### src/sv/authenticated_datagram_checker_defines.svh
// Assertion macros shared by the authenticated datagram checker modules.
`ifndef AUTHENTICATED_DATAGRAM_CHECKER_DEFINES_SVH
`define AUTHENTICATED_DATAGRAM_CHECKER_DEFINES_SVH

// The property must hold in the same cycle as the condition.
`define ADC_ASSERT_IMP(label, clk, rst_n, cond, prop, msg) \
    label: assert property (@(posedge clk) disable iff (!rst_n) (cond) |-> (prop)) \
        else $error(msg);

// The property must hold in the cycle after the condition.
`define ADC_ASSERT_NEXT(label, clk, rst_n, cond, prop, msg) \
    label: assert property (@(posedge clk) disable iff (!rst_n) (cond) |=> (prop)) \
        else $error(msg);

`endif

### src/sv/adc_pkg.sv
// Types, constants and tables shared by the authenticated datagram checker.
`default_nettype none

package adc_pkg;

    localparam int ADC_MAX_DATAGRAM_BYTES = 2048;
    localparam int PREFIX_BYTES = 44;
    localparam int DIGEST_BYTES = 32;
    localparam int FULL_HEADER = PREFIX_BYTES + DIGEST_BYTES;
    localparam int QUEUE_DEPTH = 2;
    localparam logic [11:0] COUNT_CAP = 12'hFFF;
    localparam logic [11:0] PAYLOAD_CAP = 12'd2048;

    typedef enum logic [2:0] {
        VERDICT_ACCEPTED    = 3'd0,
        VERDICT_MALFORMED   = 3'd1,
        VERDICT_BAD_VERSION = 3'd2,
        VERDICT_DIGEST      = 3'd3,
        VERDICT_STALE       = 3'd4,
        VERDICT_REPLAY      = 3'd5,
        VERDICT_TOO_LARGE   = 3'd6
    } adc_verdict_t;

    typedef enum logic [1:0] {
        CFG_MAGIC     = 2'd0,
        CFG_VERSION   = 2'd1,
        CFG_MAX_BYTES = 2'd2
    } adc_cfg_index_t;

    typedef struct packed {
        logic [7:0] data_byte;
        logic       last_byte;
    } adc_in_t;

    typedef struct packed {
        adc_verdict_t verdict;
        logic [15:0]  msg_kind;
        logic [63:0]  epoch_value;
        logic [63:0]  sequence_number;
        logic [63:0]  channel_number;
        logic [63:0]  frame_number;
        logic [11:0]  payload_length;
    } adc_out_t;

    // One entry of the queue between parser and hash engine.
    typedef struct packed {
        logic         fin;
        logic         need_hash;
        logic         two_blk;
        logic [11:0]  msg_len;
        logic [511:0] blk;
        logic [255:0] digest;
        adc_out_t     res;
    } adc_job_t;

    localparam logic [31:0] SHA_K [64] = '{
        32'h428a2f98, 32'h71374491, 32'hb5c0fbcf, 32'he9b5dba5,
        32'h3956c25b, 32'h59f111f1, 32'h923f82a4, 32'hab1c5ed5,
        32'hd807aa98, 32'h12835b01, 32'h243185be, 32'h550c7dc3,
        32'h72be5d74, 32'h80deb1fe, 32'h9bdc06a7, 32'hc19bf174,
        32'he49b69c1, 32'hefbe4786, 32'h0fc19dc6, 32'h240ca1cc,
        32'h2de92c6f, 32'h4a7484aa, 32'h5cb0a9dc, 32'h76f988da,
        32'h983e5152, 32'ha831c66d, 32'hb00327c8, 32'hbf597fc7,
        32'hc6e00bf3, 32'hd5a79147, 32'h06ca6351, 32'h14292967,
        32'h27b70a85, 32'h2e1b2138, 32'h4d2c6dfc, 32'h53380d13,
        32'h650a7354, 32'h766a0abb, 32'h81c2c92e, 32'h92722c85,
        32'ha2bfe8a1, 32'ha81a664b, 32'hc24b8b70, 32'hc76c51a3,
        32'hd192e819, 32'hd6990624, 32'hf40e3585, 32'h106aa070,
        32'h19a4c116, 32'h1e376c08, 32'h2748774c, 32'h34b0bcb5,
        32'h391c0cb3, 32'h4ed8aa4a, 32'h5b9cca4f, 32'h682e6ff3,
        32'h748f82ee, 32'h78a5636f, 32'h84c87814, 32'h8cc70208,
        32'h90befffa, 32'ha4506ceb, 32'hbef9a3f7, 32'hc67178f2
    };

    localparam logic [31:0] SHA_H0 [8] = '{
        32'h6a09e667, 32'hbb67ae85, 32'h3c6ef372, 32'ha54ff53a,
        32'h510e527f, 32'h9b05688c, 32'h1f83d9ab, 32'h5be0cd19
    };

endpackage

`default_nettype wire

### src/sv/adc_front.sv
// Front end: configuration registers, byte parser and block assembly.
`default_nettype none
`include "authenticated_datagram_checker_defines.svh"

module adc_front
    import adc_pkg::*;
#(
    parameter int MAX_DATAGRAM_BYTES = ADC_MAX_DATAGRAM_BYTES
)
(
    input  logic        clk,
    input  logic        rst_n,
    input  logic        byte_valid,
    output logic        byte_ready,
    input  adc_in_t     byte_data,
    input  logic        cfg_valid,
    output logic        cfg_ready,
    input  logic [1:0]  cfg_index,
    input  logic [31:0] cfg_data,
    output logic        push_valid,
    input  logic        push_ready,
    output adc_job_t    push_job
);

    localparam int LIM_W = ($clog2(MAX_DATAGRAM_BYTES + 1) > 12) ?
                           $clog2(MAX_DATAGRAM_BYTES + 1) : 12;

    logic [31:0] magic_reg;
    logic [15:0] version_reg;
    logic [11:0] max_reg;

    logic [11:0] cnt_reg, cnt_next;
    logic        too_long_reg, too_long_next;
    logic [11:0] msg_reg, msg_next;
    logic        blk_pend_reg, blk_pend_next;
    logic        fin_pend_reg, fin_pend_next;
    logic [63:0] hdr_reg [6];
    logic [63:0] hdr_next [6];
    logic [63:0] dig_reg [4];
    logic [63:0] dig_next [4];
    logic [0:63][7:0] buf_reg, buf_next;

    logic        byte_fire, push_fire, over, hash_en;
    logic [2:0]  hdr_idx;
    logic [5:0]  dig_off;
    logic [5:0]  pos;
    logic        two;
    logic [0:63][7:0] padded;
    logic [63:0] len_bits;
    logic [31:0] declared;
    logic        need_hash;
    adc_out_t    final_res;

    assign cfg_ready  = 1'b1;
    assign byte_ready = !blk_pend_reg && !fin_pend_reg;
    assign byte_fire  = byte_valid && byte_ready;
    assign push_valid = blk_pend_reg || fin_pend_reg;
    assign push_fire  = push_valid && push_ready;

    // The limit in use is the smaller of the register and the parameter.
    assign over = (LIM_W'(cnt_reg) >= LIM_W'(MAX_DATAGRAM_BYTES)) || (cnt_reg >= max_reg);
    assign hdr_idx = cnt_reg[5:3];
    assign dig_off = 6'(cnt_reg - 12'(PREFIX_BYTES));

    always_ff @(posedge clk or negedge rst_n)
    begin
        if (!rst_n)
        begin
            magic_reg   <= '0;
            version_reg <= 16'd1;
            max_reg     <= 12'd2048;
        end
        else if (cfg_valid && cfg_ready)
        begin
            case (cfg_index)
                CFG_MAGIC:     magic_reg   <= cfg_data;
                CFG_VERSION:   version_reg <= cfg_data[15:0];
                CFG_MAX_BYTES: max_reg     <= cfg_data[11:0];
                default:       ;
            endcase
        end
    end

    always_comb
    begin
        cnt_next      = cnt_reg;
        too_long_next = too_long_reg;
        msg_next      = msg_reg;
        blk_pend_next = blk_pend_reg;
        fin_pend_next = fin_pend_reg;
        hdr_next      = hdr_reg;
        dig_next      = dig_reg;
        buf_next      = buf_reg;
        hash_en       = 1'b0;
        if (byte_fire)
        begin
            if (over)
            begin
                too_long_next = 1'b1;
            end
            else
            begin
                if (cnt_reg < 12'(PREFIX_BYTES))
                begin
                    hdr_next[hdr_idx] = {hdr_reg[hdr_idx][55:0], byte_data.data_byte};
                    hash_en = 1'b1;
                end
                else if (cnt_reg < 12'(FULL_HEADER))
                begin
                    dig_next[dig_off[4:3]] = {dig_reg[dig_off[4:3]][55:0], byte_data.data_byte};
                end
                else
                begin
                    hash_en = 1'b1;
                end
                if (cnt_reg != COUNT_CAP)
                begin
                    cnt_next = cnt_reg + 12'd1;
                end
            end
            if (hash_en)
            begin
                buf_next[msg_reg[5:0]] = byte_data.data_byte;
                msg_next = msg_reg + 12'd1;
                if (msg_reg[5:0] == 6'd63)
                begin
                    blk_pend_next = 1'b1;
                end
            end
            if (byte_data.last_byte)
            begin
                fin_pend_next = 1'b1;
            end
        end
        if (push_fire)
        begin
            if (blk_pend_reg)
            begin
                blk_pend_next = 1'b0;
            end
            else
            begin
                fin_pend_next = 1'b0;
                cnt_next      = '0;
                too_long_next = 1'b0;
                msg_next      = '0;
            end
        end
    end

    always_ff @(posedge clk or negedge rst_n)
    begin
        if (!rst_n)
        begin
            cnt_reg      <= '0;
            too_long_reg <= 1'b0;
            msg_reg      <= '0;
            blk_pend_reg <= 1'b0;
            fin_pend_reg <= 1'b0;
        end
        else
        begin
            cnt_reg      <= cnt_next;
            too_long_reg <= too_long_next;
            msg_reg      <= msg_next;
            blk_pend_reg <= blk_pend_next;
            fin_pend_reg <= fin_pend_next;
        end
    end

    always_ff @(posedge clk)
    begin
        hdr_reg <= hdr_next;
        dig_reg <= dig_next;
        buf_reg <= buf_next;
    end

    // Padding of the last block; the length goes into a second block when
    // eight or fewer bytes of the block remain.
    assign pos      = msg_reg[5:0];
    assign two      = (pos >= 6'd56);
    assign len_bits = {49'd0, msg_reg, 3'd0};

    always_comb
    begin
        for (int p = 0; p < 64; p++)
        begin
            if (6'(p) < pos)
            begin
                padded[p] = buf_reg[p];
            end
            else if (6'(p) == pos)
            begin
                padded[p] = 8'h80;
            end
            else
            begin
                padded[p] = 8'h00;
            end
        end
        if (!two)
        begin
            for (int j = 0; j < 8; j++)
            begin
                padded[56 + j] = len_bits[63 - 8 * j -: 8];
            end
        end
    end

    assign declared = hdr_reg[5][31:0];

    always_comb
    begin
        final_res = '0;
        need_hash = 1'b0;
        if (too_long_reg)
        begin
            final_res.verdict = VERDICT_TOO_LARGE;
        end
        else if (cnt_reg < 12'(FULL_HEADER))
        begin
            final_res.verdict = VERDICT_MALFORMED;
        end
        else
        begin
            final_res.msg_kind        = hdr_reg[0][15:0];
            final_res.epoch_value     = hdr_reg[1];
            final_res.sequence_number = hdr_reg[2];
            final_res.channel_number  = hdr_reg[3];
            final_res.frame_number    = hdr_reg[4];
            final_res.payload_length  = (declared > 32'd2048) ? PAYLOAD_CAP : declared[11:0];
            if (hdr_reg[0][63:32] != magic_reg)
            begin
                final_res.verdict = VERDICT_MALFORMED;
            end
            else if (hdr_reg[0][31:16] != version_reg)
            begin
                final_res.verdict = VERDICT_BAD_VERSION;
            end
            else if (declared != {20'd0, 12'(cnt_reg - 12'(FULL_HEADER))})
            begin
                final_res.verdict = VERDICT_MALFORMED;
            end
            else
            begin
                final_res.verdict = VERDICT_ACCEPTED;
                need_hash = 1'b1;
            end
        end
    end

    always_comb
    begin
        push_job.fin       = !blk_pend_reg;
        push_job.need_hash = need_hash;
        push_job.two_blk   = two;
        push_job.msg_len   = msg_reg;
        push_job.blk       = blk_pend_reg ? buf_reg : padded;
        push_job.digest    = {dig_reg[0], dig_reg[1], dig_reg[2], dig_reg[3]};
        push_job.res       = final_res;
    end

    `ADC_ASSERT_IMP(a_block_aligned, clk, rst_n, blk_pend_reg, msg_reg[5:0] == 6'd0, "full block not aligned")
    `ADC_ASSERT_NEXT(a_end_clears, clk, rst_n, push_fire && !blk_pend_reg, (cnt_reg == 12'd0) && (msg_reg == 12'd0) && !too_long_reg, "datagram state not cleared")
    `ADC_ASSERT_IMP(a_hashed_le_count, clk, rst_n, 1'b1, msg_reg <= cnt_reg, "hashed bytes exceed counted bytes")

endmodule

`default_nettype wire

### config.mk
export PLATFORM = sky130hd
export DESIGN_NAME = adc_front
export DESIGN_NICKNAME = d
export VERILOG_FILES = /design/src/sv/adc_pkg.sv /design/src/sv/adc_front.sv
export VERILOG_INCLUDE_DIRS = /design/src /design/src/sv
export SDC_FILE = /design/constraint.sdc
export NUM_CORES = 1
export LEC_CHECK = 0
export BUFFER_PORTS_ARGS = -buffer_cell sky130_fd_sc_hd__buf_2
export CAP_MARGIN = 20
export CELL_PAD_IN_SITES_DETAIL_PLACEMENT = 0
export CELL_PAD_IN_SITES_GLOBAL_PLACEMENT = 1
export CORE_AREA = 2 2 432 434
export DETAILED_ROUTE_END_ITERATION = 8
export DIE_AREA = 0 0 434 436
export PLACE_DENSITY = 0.5
export SETUP_SLACK_MARGIN = 0.5
export SYNTH_ARGS = -nofsm -noshare
export SYNTH_HDL_FRONTEND = slang
export SYNTH_SLANG_ARGS = --single-unit
export TNS_END_PERCENT = 20
### constraint.sdc
create_clock -name clk -period 11.45 [get_ports clk]
set_clock_uncertainty 0.15 [all_clocks]
set_input_delay 1.145 -clock clk [delete_from_list [all_inputs] [get_ports clk]]
set_output_delay 1.145 -clock clk [all_outputs]
set_load 0.01 [all_outputs]
* Yosys cells after proc, flatten, opt, wreduce, memory -nomap -nowiden
Index checks and enable logic that the tools add are counted.
** Cells by class
- Add/subtract/negate cells :: 4
- $lt $le $gt $ge :: 76
- Equality and inequality tests :: 70
- Multiplexer cells :: 184
- Bitwise logic cells :: 5
- Reduce and logical (&&, ||, !) cells :: 18
** Operators with widths (number)
- 2-to-1 mux 8 bit :: 129
- 2-to-1 mux 284 bit :: 2
- bitwise mux 512 bit :: 1
- 2-to-1 mux 512 bit :: 1
- bitwise mux 384 bit :: 1
- bitwise mux 256 bit :: 1
- 2-to-1 mux 56 bit :: 4
- binary-select mux 64 bit (select 3 bit) :: 1
- demux 64 bit (select 3 bit) :: 1
- equality test 6 bit, first input constant :: 32
- less-than comparator 6 bit, first input constant :: 32
- 2-to-1 mux 64 bit :: 3
- binary-select mux 64 bit (select 2 bit) :: 1
- demux 64 bit (select 2 bit) :: 1
- 2-to-1 mux 12 bit :: 10
- equality test 5 x 6 -> 1 bit, first input constant :: 16
- less-than comparator 5 x 6 -> 1 bit, first input constant :: 16
- demux 8 bit (select 6 bit) :: 1
- equality test 4 x 6 -> 1 bit, first input constant :: 8
- less-than comparator 4 x 6 -> 1 bit, first input constant :: 8
- greater-than comparator 32 x 12 -> 1 bit, second input constant :: 1
- != test 32 x 12 -> 1 bit :: 1
- != test 32 bit :: 1
- adder 12 x 1 -> 12 bit, second input constant :: 2
- 38 further kinds :: 83
** Storage, ports and cells
- Bits in registers :: 1239
- Bits of input ports :: 48
- Output and inout bits :: 1073
- Logic and storage cells :: 439

* Longest topological paths before layout
Gate-level depths: netlist (run 1).
- Depth in word-level cells :: 9
- Depth in mapped cells :: 11

* Least setup slack after synthesis (run 1)
Ideal clock, no wire load.
- Kind :: reg2reg
- Start point :: register cnt_reg[9]
- End point :: register hdr_reg[128] (netlist bit) (enable)
- Setup time :: 0.667 ns
- Data arrival time :: 8.467 ns
- Required time :: 10.633 ns
- Slack :: 2.165 ns
- Stages on the path, launching flop included :: 9
- Path buffers :: 1
- Period minus slack after synthesis :: 9.285 ns
- Cell sequence :: dfrtp_1 ha_1 a21o_1 a21o_1 a211oi_2 nor2b_1 buf_2 nand4b_1 nor4b_1
** On the way
- Word-level cells in the longest chain between the ends :: 4
- Elaborated cells on any way between the ends :: 6
- Those cells by class :: order compare: 3; bitwise: 1; reduce/logical: 2
** RTL lines
- start: declaration :: line adc_front.sv:32 : logic [11:0] cnt_reg, cnt_next;
- start signal: assignment :: line adc_front.sv:163 : cnt_reg <= cnt_next;
- greater-or-equal comparator 12 bit :: line adc_front.sv:61 : assign over = (LIM_W'(cnt_reg) >= LIM_W'(MAX_DATAGRAM_BYTES)) || (cnt_reg >= max_reg);
- logical OR 1 bit :: line adc_front.sv:61
- NOT 1 bit (no source line)
- AND reduction 3 bit (no source line) *
- end signal: assignment :: line adc_front.sv:173 : hdr_reg <= hdr_next;
- end: declaration :: line adc_front.sv:37 : logic [63:0] hdr_reg [6];
Mark *: on every way between the ends. The rest lies on a longest branch, timed or not.
A chain may end at the register's enable or synchronous reset.

==> results of run 1 <==
worst max-delay path: stages (launching register included):
cell                      delay (ns)
sky130_fd_sc_hd__dfrtp_4        0.67
sky130_fd_sc_hd__buf_4          0.78
sky130_fd_sc_hd__o31a_1         0.29
sky130_fd_sc_hd__nor3_1         0.12
sky130_fd_sc_hd__nor2_4         0.64
sky130_fd_sc_hd__buf_4          0.85
sky130_fd_sc_hd__and2_1         0.26
sky130_fd_sc_hd__buf_2          0.14
synthesized netlist by cell type, types with 7 or more instances:
library cell,instances
sky130_fd_sc_hd__edfxtp_1,1144
sky130_fd_sc_hd__and2_1,581
sky130_fd_sc_hd__nor2_1,188
sky130_fd_sc_hd__a21oi_1,160
sky130_fd_sc_hd__nor2b_1,152
sky130_fd_sc_hd__clkbuf_1,123
sky130_fd_sc_hd__mux2i_1,120
sky130_fd_sc_hd__nand2_1,98
sky130_fd_sc_hd__dfrtp_1,85
sky130_fd_sc_hd__mux2_2,69
sky130_fd_sc_hd__a211oi_1,59
sky130_fd_sc_hd__mux4_2,56
sky130_fd_sc_hd__xor2_1,52
sky130_fd_sc_hd__nor3_1,47
sky130_fd_sc_hd__nor4_1,41
sky130_fd_sc_hd__inv_1,29
sky130_fd_sc_hd__o31ai_1,29
sky130_fd_sc_hd__buf_2,28
sky130_fd_sc_hd__o21ai_0,28
sky130_fd_sc_hd__nand3_1,25
sky130_fd_sc_hd__ha_1,19
sky130_fd_sc_hd__xnor2_1,13
sky130_fd_sc_hd__buf_1,11
sky130_fd_sc_hd__nand2b_1,11
sky130_fd_sc_hd__or4_1,11
sky130_fd_sc_hd__a21o_1,10
sky130_fd_sc_hd__nand4_1,10
sky130_fd_sc_hd__and3_1,9
sky130_fd_sc_hd__a22o_1,8
sky130_fd_sc_hd__nor3b_1,7
final cells by class:
| cell class | count | area share |
|---|---|---|
| Antenna cell | 11 | 0.0004304 |
| Clock inverter | 79 | 0.01176 |
| Tap cell | 2480 | 0.04852 |
| Timing Repair Buffer | 1224 | 0.09990 |
| Clock buffer | 182 | 0.06022 |
| Sequential cell | 1231 | 0.5716 |
| Multi-Input combinational cell | 1870 | 0.2057 |
| Inverter | 33 | 0.001937 |
final timing paths:
| path | from | endpoint | slack (ns) | cells after the start |
|---|---|---|---|---|
| worst min-delay path | rst_n | msg_reg[1] | 0.14 | 1 |
| worst max register to register | cnt_reg[5] | push_job[541] | 6.34 | 8 |
| min in group clk | max_reg[9] | max_reg[9] | 0.36 | 1 |
| worst max-delay path | cnt_reg[4] | push_job[151] | 5.44 | 7 |
| worst min register to register | max_reg[9] | max_reg[9] | 0.36 | 1 |
| max in group asynchronous | rst_n | version_reg[15] | 9.74 | 2 |
through the flow:
stage	hold WS, ns	area, um^2	worst slack [ns]	std cells	total power (uW)
after CTS	0.06482	63790	5.242	7080	11360
after detailed placement	0.3492	59190	6.090	6819	6819
after floorplan	0.3294	50250	2.165	3300	6105
final	0.1434	63950	5.444	7110	11210
after global routing	0.09546	63940	5.000	7106	11620
after global placement	0.3427	59140	6.083	6811	6813
cells by family (layout without fill, tap and decap cells):
kind of cell	after synthesis	after routing	share of synthesized area
DFF	1231	1231	0.7270
adders and majority gates	19	19	0.004731
AOI/OAI and AO/OA	334	334	0.04128
muxes	245	245	0.06446
other	1	12	0.00007462
xor gates and xnor gates	65	65	0.01133
and+or+nand+nor	1206	1206	0.1353
buffers and inverters	199	1518	0.01586
report_power, final:
group	switching (uW)	internal [uW]	leakage, uW	total, uW
combinational	966	438	0.0112	1400
clock	1930	2580	0.00222	4510
sequential	104	5190	0.0114	5290
cell usage in the layout (no fill, tap or decap), types with 6 or more instances in the layout:
| cell type | n |
|---|---|
| sky130_fd_sc_hd__clkbuf_16 | 148 |
| sky130_fd_sc_hd__a31oi_1 | 6 |
| sky130_fd_sc_hd__buf_4 | 93 |
| sky130_fd_sc_hd__diode_2 | 11 |
| sky130_fd_sc_hd__clkbuf_4 | 7 |
| sky130_fd_sc_hd__nand2b_1 | 11 |
| sky130_fd_sc_hd__a21o_1 | 10 |
| sky130_fd_sc_hd__nand4_1 | 10 |
| sky130_fd_sc_hd__nor4_1 | 27 |
| sky130_fd_sc_hd__inv_1 | 29 |
| sky130_fd_sc_hd__edfxtp_1 | 1144 |
| sky130_fd_sc_hd__nor2b_1 | 149 |
| sky130_fd_sc_hd__xor2_1 | 52 |
| sky130_fd_sc_hd__buf_2 | 1121 |
| sky130_fd_sc_hd__and3_1 | 7 |
| sky130_fd_sc_hd__mux2_2 | 69 |
| sky130_fd_sc_hd__dfrtp_1 | 77 |
| sky130_fd_sc_hd__nor2_1 | 181 |
| sky130_fd_sc_hd__o21ai_1 | 6 |
| sky130_fd_sc_hd__a22o_1 | 8 |
| sky130_fd_sc_hd__clkbuf_1 | 32 |
| sky130_fd_sc_hd__and2_1 | 581 |
| sky130_fd_sc_hd__o31ai_1 | 29 |
| sky130_fd_sc_hd__ha_1 | 18 |
| sky130_fd_sc_hd__nand3_1 | 25 |
| sky130_fd_sc_hd__clkinv_1 | 39 |
| sky130_fd_sc_hd__mux2i_1 | 120 |
| sky130_fd_sc_hd__nand2_1 | 98 |
| sky130_fd_sc_hd__nor4_2 | 14 |
| sky130_fd_sc_hd__clkinv_2 | 13 |
| sky130_fd_sc_hd__bufinv_16 | 8 |
| sky130_fd_sc_hd__xnor2_1 | 12 |
| sky130_fd_sc_hd__nor3_1 | 45 |
| sky130_fd_sc_hd__a211oi_1 | 58 |
| sky130_fd_sc_hd__or4_1 | 11 |
| sky130_fd_sc_hd__a21oi_1 | 158 |
| sky130_fd_sc_hd__mux4_2 | 56 |
| sky130_fd_sc_hd__o21ai_0 | 28 |
per-layer routing:
metal | share of wire | global-route usage | vias up | wire, um
li1 | - | - | 14584 | -
met1 | 0.40 | 0.2579 | 17024 | 83140
met2 | 0.51 | 0.3737 | 1124 | 106300
met3 | 0.072 | 0.06356 | 227 | 15170
met4 | 0.025 | 0.06004 | 0 | 5204
met5 | 0 | 0 | - | 0
==> out/metrics.csv, run 1 <==
stage,metric,value,unit
final_layout,nFillCells,18432,
global_route,grt_antenna_before_repair,19,
synth,edff_count_synth,1144,
placement,place_hpwl,151000,um
synth,netlist_area,50250,um^2
synth,synthTopCellsByArea,"sky130_fd_sc_hd__edfxtp_1 68%, sky130_fd_sc_hd__and2_1 7.2%, sky130_fd_sc_hd__dfrtp_1 4.2%",
global_route,vias_in_the_first_global_route,33504,
cts,cts_max_path_buffers,3,
routing,drt_first_pass_iters,5,
hold_path,hold_path.class,in -> async,
power_and_ir_drop,power.density,175.3,nW/um^2
final_layout,post-route-util,0.3463,
timing,final_critical_path_share_of_the_clock_period,0.5245,
worst_setup_path,timing.critical_path.required,10.16,ns
cts,clk_root_buffer_cell,sky130_fd_sc_hd__clkbuf_16,
final_layout,drive_gt1_frac,0.3470,
floorplanning,floorplan.initialDensity,0.2722,
floorplanning,fp.dieW,434,um
timing,setup_violations,0,
cts,clkLatencyLatePin,0.78,ns
timing,max_slew_margin,0.2495,
worst_setup_path,crit_arrival,4.71,ns
cts,post_cts.repair.setup_buffers,0,
synth,synthesis.nets,3367,
final_layout,design.final.nets,4571,
outcome,status,finished clean,
synth,post_synth.cell_area_avg,15.23,um^2
cts,cts_tree,built,
timing,worst_pin_slew,1.126,ns
cts,cts-hold-fix-buffers,0,
synth,synth_warnings,0,
run,max-cap-violations,0,
timing,rsz_0062_raised_after_global_routing,false,
global_route,grt.total_usage,0.2155,
timing,max_freq,166.5,MHz
cts,clkTransAtPathRegs,0.06,ns
timing,maxSlewViolCount,0,
worst_setup_path,timing_worst_setup_path_type,reg -> out,
synth,yosys_register_bits,1231,
final_layout,combined_area_of_the_multi_input_logic_cells,13150,um^2
timing,min_tclk_post_route,6.006,ns
final_layout,area.sequential,36550,um^2
final_layout,largest_register_ff_count,512,
timing,finalSetupTns,0,ns
routing,drt.antenna.violating_nets,0,
global_route,overflow,0,
worst_setup_path,endpoint_kind,primary output,
worst_setup_path,crit_path_start_kind,flip-flop,
routing,detail_route.drc_violations,0,
floorplanning,floorplan.io_pins,1121,
synth,ys_dominant_reg_cell,sky130_fd_sc_hd__edfxtp_1,
routing,drt-initial-drc-count,2171,
routing,post_drt_via_cell_ratio,4.636,
power_and_ir_drop,power.leakage,0.02476,uW
routing,dr_total_vias,32959,
floorplanning,floorplan.core_area,184600,um^2
synth,yosys.cell_types.count,61,
global_route,grt_first_pass_wirelength,283100,um
cts,numClockSinks,1231,
floorplanning,design.die.area,189200,um^2
power_and_ir_drop,vdd.ir_drop.worst,0.1259,mV
floorplanning,rows,158,
synth,synth.largest_area_cell,sky130_fd_sc_hd__edfxtp_1,
floorplanning,die-height,436,um
synth,yosysSeqAreaShare,0.7270,
cts,cts_made_buffers,144,
synth,syn-instance-count,3300,
placement,gpl.final_weighted_congestion,0.7907,
cts,cts.htree.levels,4,
worst_setup_path,cp_max_fo,141,
timing,finalHoldViolCount,0,
placement,placement.io_buffers,1119,
final_layout,area_growth,27.25,%
routing,routed_wire_length_per_instance,29.52,um
global_route,grt_start_max_net_pins,142,
routing,drt-total-wl,209900,um
synth,synth_largest_type_area_fraction,0.6836,
synth,synth-async-reset-ratio,0.07067,
cts,post_cts_resize_count,0,
Note: power is estimated with default switching activity, not from simulation.
==> run 2, diff against run 1 <==
Settings changed: ABC_AREA set to 1, CORE_AREA 2 2 432 434 to 2 2 435 437, DIE_AREA 0 0 434 436 to 0 0 437 439, PLACE_DENSITY 0.5 to 0.54.
Clock period 11.45 ns to 5.3 ns, I/O delays scaled along.
==> out/metrics.csv, run 2 <==
stage,metric,value,unit
timing,worst_pin_slew,1.091,ns
worst_setup_path,endpoint_kind,primary output,
routing,routed_wire_length_per_instance,26.08,um
routing,drt_first_pass_iters,5,
synth,synthTopCellsByArea,"sky130_fd_sc_hd__edfxtp_1 67%, sky130_fd_sc_hd__inv_1 6.2%, sky130_fd_sc_hd__nor2_1 6.1%",
worst_setup_path,crit_start,msg_reg[1],
final_layout,drive_gt1_frac,0.2612,
floorplanning,design.die.area,191800,um^2
synth,synth.cells.most_frequent,"1144 x sky130_fd_sc_hd__edfxtp_1, 842 x sky130_fd_sc_hd__inv_1, 824 x sky130_fd_sc_hd__nor2_1",
placement,place_hpwl,157000,um
floorplanning,die-height,439,um
cts,cts_made_buffers,145,
synth,ys_dominant_reg_cell,sky130_fd_sc_hd__edfxtp_1,
worst_setup_path,timing_worst_setup_path_type,reg -> out,
timing,maxSlewViolCount,0,
synth,syn-instance-count,4439,
routing,dr_total_vias,37636,
timing,finalSetupTns,0,ns
worst_setup_path,cp_cell_sequence,ha_1 > inv_1 > o31ai_1 > inv_1 > nor2_1 > buf_2,
synth,yosys_register_bits,1231,
timing,max_freq,224.0,MHz
worst_setup_path,timing.critical_path.required,4.62,ns
floorplanning,fp.dieW,437,um
run,max-cap-violations,0,
worst_setup_path,timing.critical_path.slowest_stage_cell,sky130_fd_sc_hd__ha_1,
synth,netlist_area,50950,um^2
timing,final_critical_path_share_of_the_clock_period,0.8424,
worst_setup_path,reg2regPathDepth,12,
cts,clkTransAtPathRegs,0.06,ns
placement,placement.io_buffers,1119,
routing,detail_route.drc_violations,0,
final_layout,finalNonFillerCells,8256,
worst_setup_path,crit_path_start_kind,flip-flop,
final_layout,most-common-layout-cells,"1144 x sky130_fd_sc_hd__edfxtp_1, 1110 x sky130_fd_sc_hd__buf_2, 840 x sky130_fd_sc_hd__inv_1",
hold_path,min_delay_path_depth,1,
worst_setup_path,cp_num_cells,6,
routing,drt.antenna.violating_nets,0,
final_layout,largest_register_ff_count,512,
global_route,grt_start_max_net_pins,100,
timing,setup_violations,0,
synth,edff_count_synth,1144,
worst_setup_path,ff2ff_setup_slack,1.46,ns
final_layout,design.final.nets,5712,
cts,cts.htree.levels,4,
cts,clkLatencyLatePin,0.79,ns
worst_setup_path,cp_max_fo,12,
worst_setup_path,critPathMostFrequentCell,sky130_fd_sc_hd__inv_1,
cts,cts_tree,built,
final_layout,area_growth,27.50,%
global_route,grt_antenna_before_repair,6,
timing,finalHoldViolCount,0,
global_route,grt_first_pass_wirelength,295000,um
synth,yosysMostFrequentCell,sky130_fd_sc_hd__edfxtp_1,
global_route,vias_in_the_first_global_route,37212,
outcome,status,finished clean,
synth,post_synth.cell_area_avg,11.48,um^2
power_and_ir_drop,power.leakage,0.02882,uW
worst_setup_path,worst_flop_to_flop_path_endpoint,buf_reg[32],
global_route,overflow,0,
worst_setup_path,critical_path.n_buffers_inverters,3,
worst_setup_path,timing.critical_path.max_delay_family,buffers and inverters,
synth,yosysSeqAreaShare,0.7171,
routing,drt-initial-drc-count,2311,
routing,post_drt_via_cell_ratio,4.559,
cts,clk_root_buffer_cell,sky130_fd_sc_hd__clkbuf_16,
final_layout,commonest_non_fill_non_tap_cell_in_the_layout,sky130_fd_sc_hd__edfxtp_1,
cts,cts_max_path_buffers,3,
synth,synth_warnings,0,
final_layout,post-route-util,0.3473,
worst_setup_path,r2r-start,cnt_reg[7],
floorplanning,rows,159,
worst_setup_path,crit_arrival,3.78,ns
floorplanning,floorplan.core_area,187000,um^2
worst_setup_path,slowest_delay,0.74,ns
routing,drt-total-wl,215300,um
cts,numClockSinks,1231,
hold_path,hold_path.class,in -> reg,
floorplanning,floorplan.initialDensity,0.2724,
timing,min_tclk_post_route,4.465,ns
synth,synth_largest_type_area_fraction,0.6743,
worst_setup_path,critPathCapture,push_job[877],
power_and_ir_drop,vdd.ir_drop.worst,0.5950,mV
placement,dpl.cell_count,7956,
power_and_ir_drop,power.density,451.8,nW/um^2
synth,synthesis.nets,4506,
synth,synth.largest_area_cell,sky130_fd_sc_hd__edfxtp_1,
timing,max_slew_margin,0.2724,
placement,gpl.final_weighted_congestion,0.8564,
cts,post_cts_resize_count,0,
global_route,grt.total_usage,0.2169,
floorplanning,floorplan.io_pins,1121,
synth,synth-async-reset-ratio,0.07067,
synth,yosys.cell_types.count,55,
final_layout,nFillCells,19191,
power_and_ir_drop,fin_total_pwr,29350,uW
timing,rsz_0062_raised_after_global_routing,false,
run 2: final cells by class:
| type | instances | area (um^2) | area share |
|---|---|---|---|
| inverter | 866 | 3256 | 0.05012 |
| timing repair buffer | 1223 | 6669 | 0.1027 |
| multi-input combinational | 2178 | 10580 | 0.1628 |
| antenna | 2 | 5.005 | 0.00007705 |
| clock buffer | 178 | 3879 | 0.05972 |
| sequential | 1231 | 36540 | 0.5625 |
| clock inverter | 83 | 908.4 | 0.01398 |
| tap | 2495 | 3122 | 0.04806 |
run 2: logic make-up (layout without fill, tap and decap cells):
group                      count (synthesis)  after routing  share of synthesized area
AOI/OAI and AO/OA                        550            550                    0.06243
xor gates and xnor gates                  52             52                   0.008940
adders and majority gates                 19             19                   0.004666
buffers and inverters                   1030           2350                    0.07788
DFF                                     1231           1231                     0.7171
muxes                                     15             15                   0.003316
other                                      1              3                 0.00007361
and+or+nand+nor                         1541           1541                     0.1256
run 2: where the power goes:
group | internal [uW] | switching [uW] | leakage [uW]
logic | 1600 | 5230 | 0.0151
clock network | 6000 | 4160 | 0.00233
registers | 12000 | 365 | 0.0114
run 2: stage by stage:
stage | hold slack (ns) | instance area (um^2) | setup slack [ns]
after floorplan | 0.08441 | 50980 | 0.1500
after global placement | 0.3230 | 59750 | 1.402
after detailed placement | 0.3291 | 59760 | 1.392
after CTS | 0.003723 | 64900 | 0.7592
after global routing | 0.04079 | 64950 | 0.6298
final | 0.08102 | 64950 | 0.8351
run 2: timing repair:
item | CTS | global route
hold buffers | 35 | 0
endpoints found under the setup margin | 0 | 0
buffers inserted | 0 | 0
hold endpoints to repair | 117 | 0
run 2: worst min-delay path by stage:
stage / endpoint / slack (ns) / start
global placement: magic_reg[15] / 0.32 / magic_reg[15]
global route: buf_reg[511] / 0.04 / byte_data[8]
floorplan: async pin / 0.08 / rst_n
finish: buf_reg[511] / 0.08 / byte_data[8]
CTS: buf_reg[431] / 0.004 / byte_data[8]
detailed placement: max_reg[10] / 0.33 / max_reg[10]
run 2: metal layers:
| layer | part of all wire | track usage | wire, um |
|---|---|---|---|
| met5 | 0 | 0 | 0 |
| met4 | 0.036 | 0.07770 | 7677 |
| met3 | 0.066 | 0.05457 | 14120 |
| met2 | 0.51 | 0.3844 | 110500 |
| met1 | 0.39 | 0.2526 | 82990 |
==> run 3, diff against run 2 <==
Settings changed: ABC_AREA 1 to 0, CORE_AREA 2 2 435 437 to 2 2 439 441, DIE_AREA 0 0 437 439 to 0 0 441 443, PLACE_DENSITY 0.54 to 0.51.
Clock period 5.3 ns to 3.9 ns, I/O delays scaled along.
==> out/metrics.csv, run 3 (same netlist as run 1, synthesis figures left out) <==
stage,metric,value,unit
outcome,status,finished clean,
global_route,vias_in_the_first_global_route,35014,
final_layout,most-common-layout-cells,"1144 x sky130_fd_sc_hd__edfxtp_1, 1022 x sky130_fd_sc_hd__buf_2, 495 x sky130_fd_sc_hd__and2_1",
final_layout,layout.cell_area.non_filler,69070,um^2
worst_setup_path,crit_arrival,3.13,ns
worst_setup_path,crit_path_start_kind,flip-flop,
power_and_ir_drop,vdd.ir_drop.worst,0.4086,mV
final_layout,design.final.nets,4842,
timing,worst_pin_slew,1.108,ns
power_and_ir_drop,power.leakage,0.02687,uW
final_layout,nFillCells,18677,
worst_setup_path,timing_worst_setup_path_type,reg -> out,
power_and_ir_drop,clkPwrFrac,0.398,
floorplanning,floorplan.core_area,191200,um^2
timing,max_freq,272.5,MHz
power_and_ir_drop,fin_total_pwr,33830,uW
hold_path,hold_path.class,in -> reg,
cts,numClockSinks,1231,
floorplanning,floorplan.io_pins,1121,
routing,drt-total-wl,221200,um
worst_setup_path,timing.critical_path.slowest_stage_cell,sky130_fd_sc_hd__dfrtp_4,
timing,max_slew_margin,0.2614,
power_and_ir_drop,pwr-share-seq,0.459,
cts,cts_made_buffers,145,
power_and_ir_drop,internal_power,24820,uW
worst_setup_path,cp_max_fo,5,
floorplanning,floorplan.initialDensity,0.2629,
final_layout,largest_register_ff_count,512,
final_layout,combined_area_of_the_multi_input_logic_cells,14010,um^2
routing,drt_first_pass_iters,5,
floorplanning,fp.dieW,441,um
worst_setup_path,endpoint_kind,primary output,
placement,dpl.cell_count,6999,
worst_setup_path,timing.critical_path.required,3.36,ns
final_layout,commonest_non_fill_non_tap_cell_in_the_layout,sky130_fd_sc_hd__edfxtp_1,
timing,finalHoldViolCount,0,
power_and_ir_drop,pwr-share-comb,0.143,
routing,drt-initial-drc-count,2458,
routing,drt.antenna.violating_nets,0,
timing,setup_violations,0,
timing,rsz_0062_raised_after_global_routing,true,
floorplanning,rows,161,
timing,maxSlewViolCount,0,
global_route,gr-usage-met3,0.05987,
final_layout,drive_gt1_frac,0.4119,
worst_setup_path,slowest_delay,0.53,ns
worst_setup_path,critPathMostFrequentCell,sky130_fd_sc_hd__a21oi_4,
power_and_ir_drop,switching_share,0.2662,
global_route,met1_usage,0.2573,
final_layout,area_growth,37.44,%
run,max-cap-violations,0,
placement,placement.io_buffers,1119,
routing,detail_route.drc_violations,0,
global_route,grt_start_max_net_pins,86,
power_and_ir_drop,power.density,489.8,nW/um^2
routing,post_drt_via_cell_ratio,4.655,
global_route,grt_first_pass_wirelength,295900,um
cts,clkTransAtPathRegs,0.06,ns
global_route,grt_antenna_before_repair,18,
placement,placed_area,60660,um^2
final_layout,finalNonFillerCells,7419,
placement,gpl.final_weighted_congestion,0.8354,
global_route,grt-busiest-layer,met2,
final_layout,area.sequential,36560,um^2
global_route,met2_usage,0.3806,
routing,routed_wire_length_per_instance,29.82,um
floorplanning,design.die.area,195400,um^2
timing,min_tclk_post_route,3.670,ns
cts,cts_tree,built,
cts,clkLatencyLatePin,0.78,ns
timing,final_critical_path_share_of_the_clock_period,0.9409,
cts,clk_root_buffer_cell,sky130_fd_sc_hd__clkbuf_16,
routing,dr_total_vias,34536,
global_route,overflow,0,
worst_setup_path,cp_cell_sequence,ha_4 > o31a_1 > or3_4 > a21oi_4 > a41oi_4 > o41ai_4 > a21oi_4 > buf_2,
global_route,grt.total_usage,0.2183,
floorplanning,die-height,443,um
cts,cts.htree.levels,4,
power_and_ir_drop,switchingPower,9007,uW
cts,cts_max_path_buffers,3,
placement,place_hpwl,157200,um
==> run 3: changes by cell type in the layout (fill, tap and decap cells not counted), sizes merged, moves of 59 or more <==
cell    delta
nor2     -649
o21ai    -214
inv      -829
a211oi    +59
nand3    -248
and2     +579
mux2i    +120
nor2b    +152
nand2    -269
buf      +249
==> run 3: path summary, 6_finish.rpt <==
kind                         startpoint             to  slack, ns  cells after the start
setup / recovery             cnt_reg[3]  push_job[284]       0.23                      8
hold / removal             byte_data[4]    buf_reg[99]       0.04                      1
setup reg to reg             cnt_reg[5]   hdr_reg[246]       0.43                     12
hold reg to reg              max_reg[7]     max_reg[7]       0.36                      1
max in group asynchronous         rst_n     msg_reg[4]       2.55                      3
min in group asynchronous         rst_n  magic_reg[20]       0.08                      2
==> run 3: worst max-delay path: cells and delay by family (launching register included) <==
kind | cells | cell delay, ns
AND/OR/NAND/NOR | 1 | 0.39
buffers and inverters | 1 | 0.17
flip-flops | 1 | 0.53
adder cells (fa/ha/maj) | 1 | 0.18
AO/OA/AOI/OAI | 5 | 1.07
==> run 3: routing by layer <==
layer	part of all wire	wire length [um]	up-vias
met4	0.034	7412	0
met5	0	0	-
met1	0.39	85950	17851
li1	-	-	15139
met2	0.51	111900	1286
met3	0.072	15920	260
==> run 3: final cells by class <==
cell class	count	share of cell area
diodes	4	0.0001449
inverters	33	0.002174
flip-flops and latches	1231	0.5294
well taps	2526	0.04576
repair buffers	1494	0.1518
multi-input cells	1870	0.2029
clock buffers	194	0.05896
clock inverters	67	0.008931
==> run 3: stage by stage <==
stage               hold slack (ns)  utilization  TNS (ns)  setup WS, ns
detailed placement           0.3479       0.3173         0        0.2069
CTS                        0.004228       0.3560         0        0.1708
floorplan                  -0.05559            -   -219.80       -0.8173
finish                      0.03770       0.3613         0        0.2304
global placement             0.3416       0.3173         0        0.2196
global route                0.01465       0.3613         0        0.1055
==> run 3: power by group through the flow <==
stage / Clock (uW) / Combinational, uW / Sequential, uW
final: 13500 / 4840 / 15500
after global placement: 0 / 4480 / 15800
after detailed placement: 0 / 4470 / 15800
after floorplan: 0 / 2280 / 15700
after CTS: 13800 / 4870 / 15500
after global routing: 14300 / 5210 / 15600
==> run 3: repair_timing <==
item	in CTS	in global routing
cloned	22	9
pin swaps	55	20
endpoints found under the hold margin	169	0
gates resized for setup	299	132
setup buffers	53	28
endpoints found under the setup margin	1382	1334
hold buffers	43	0
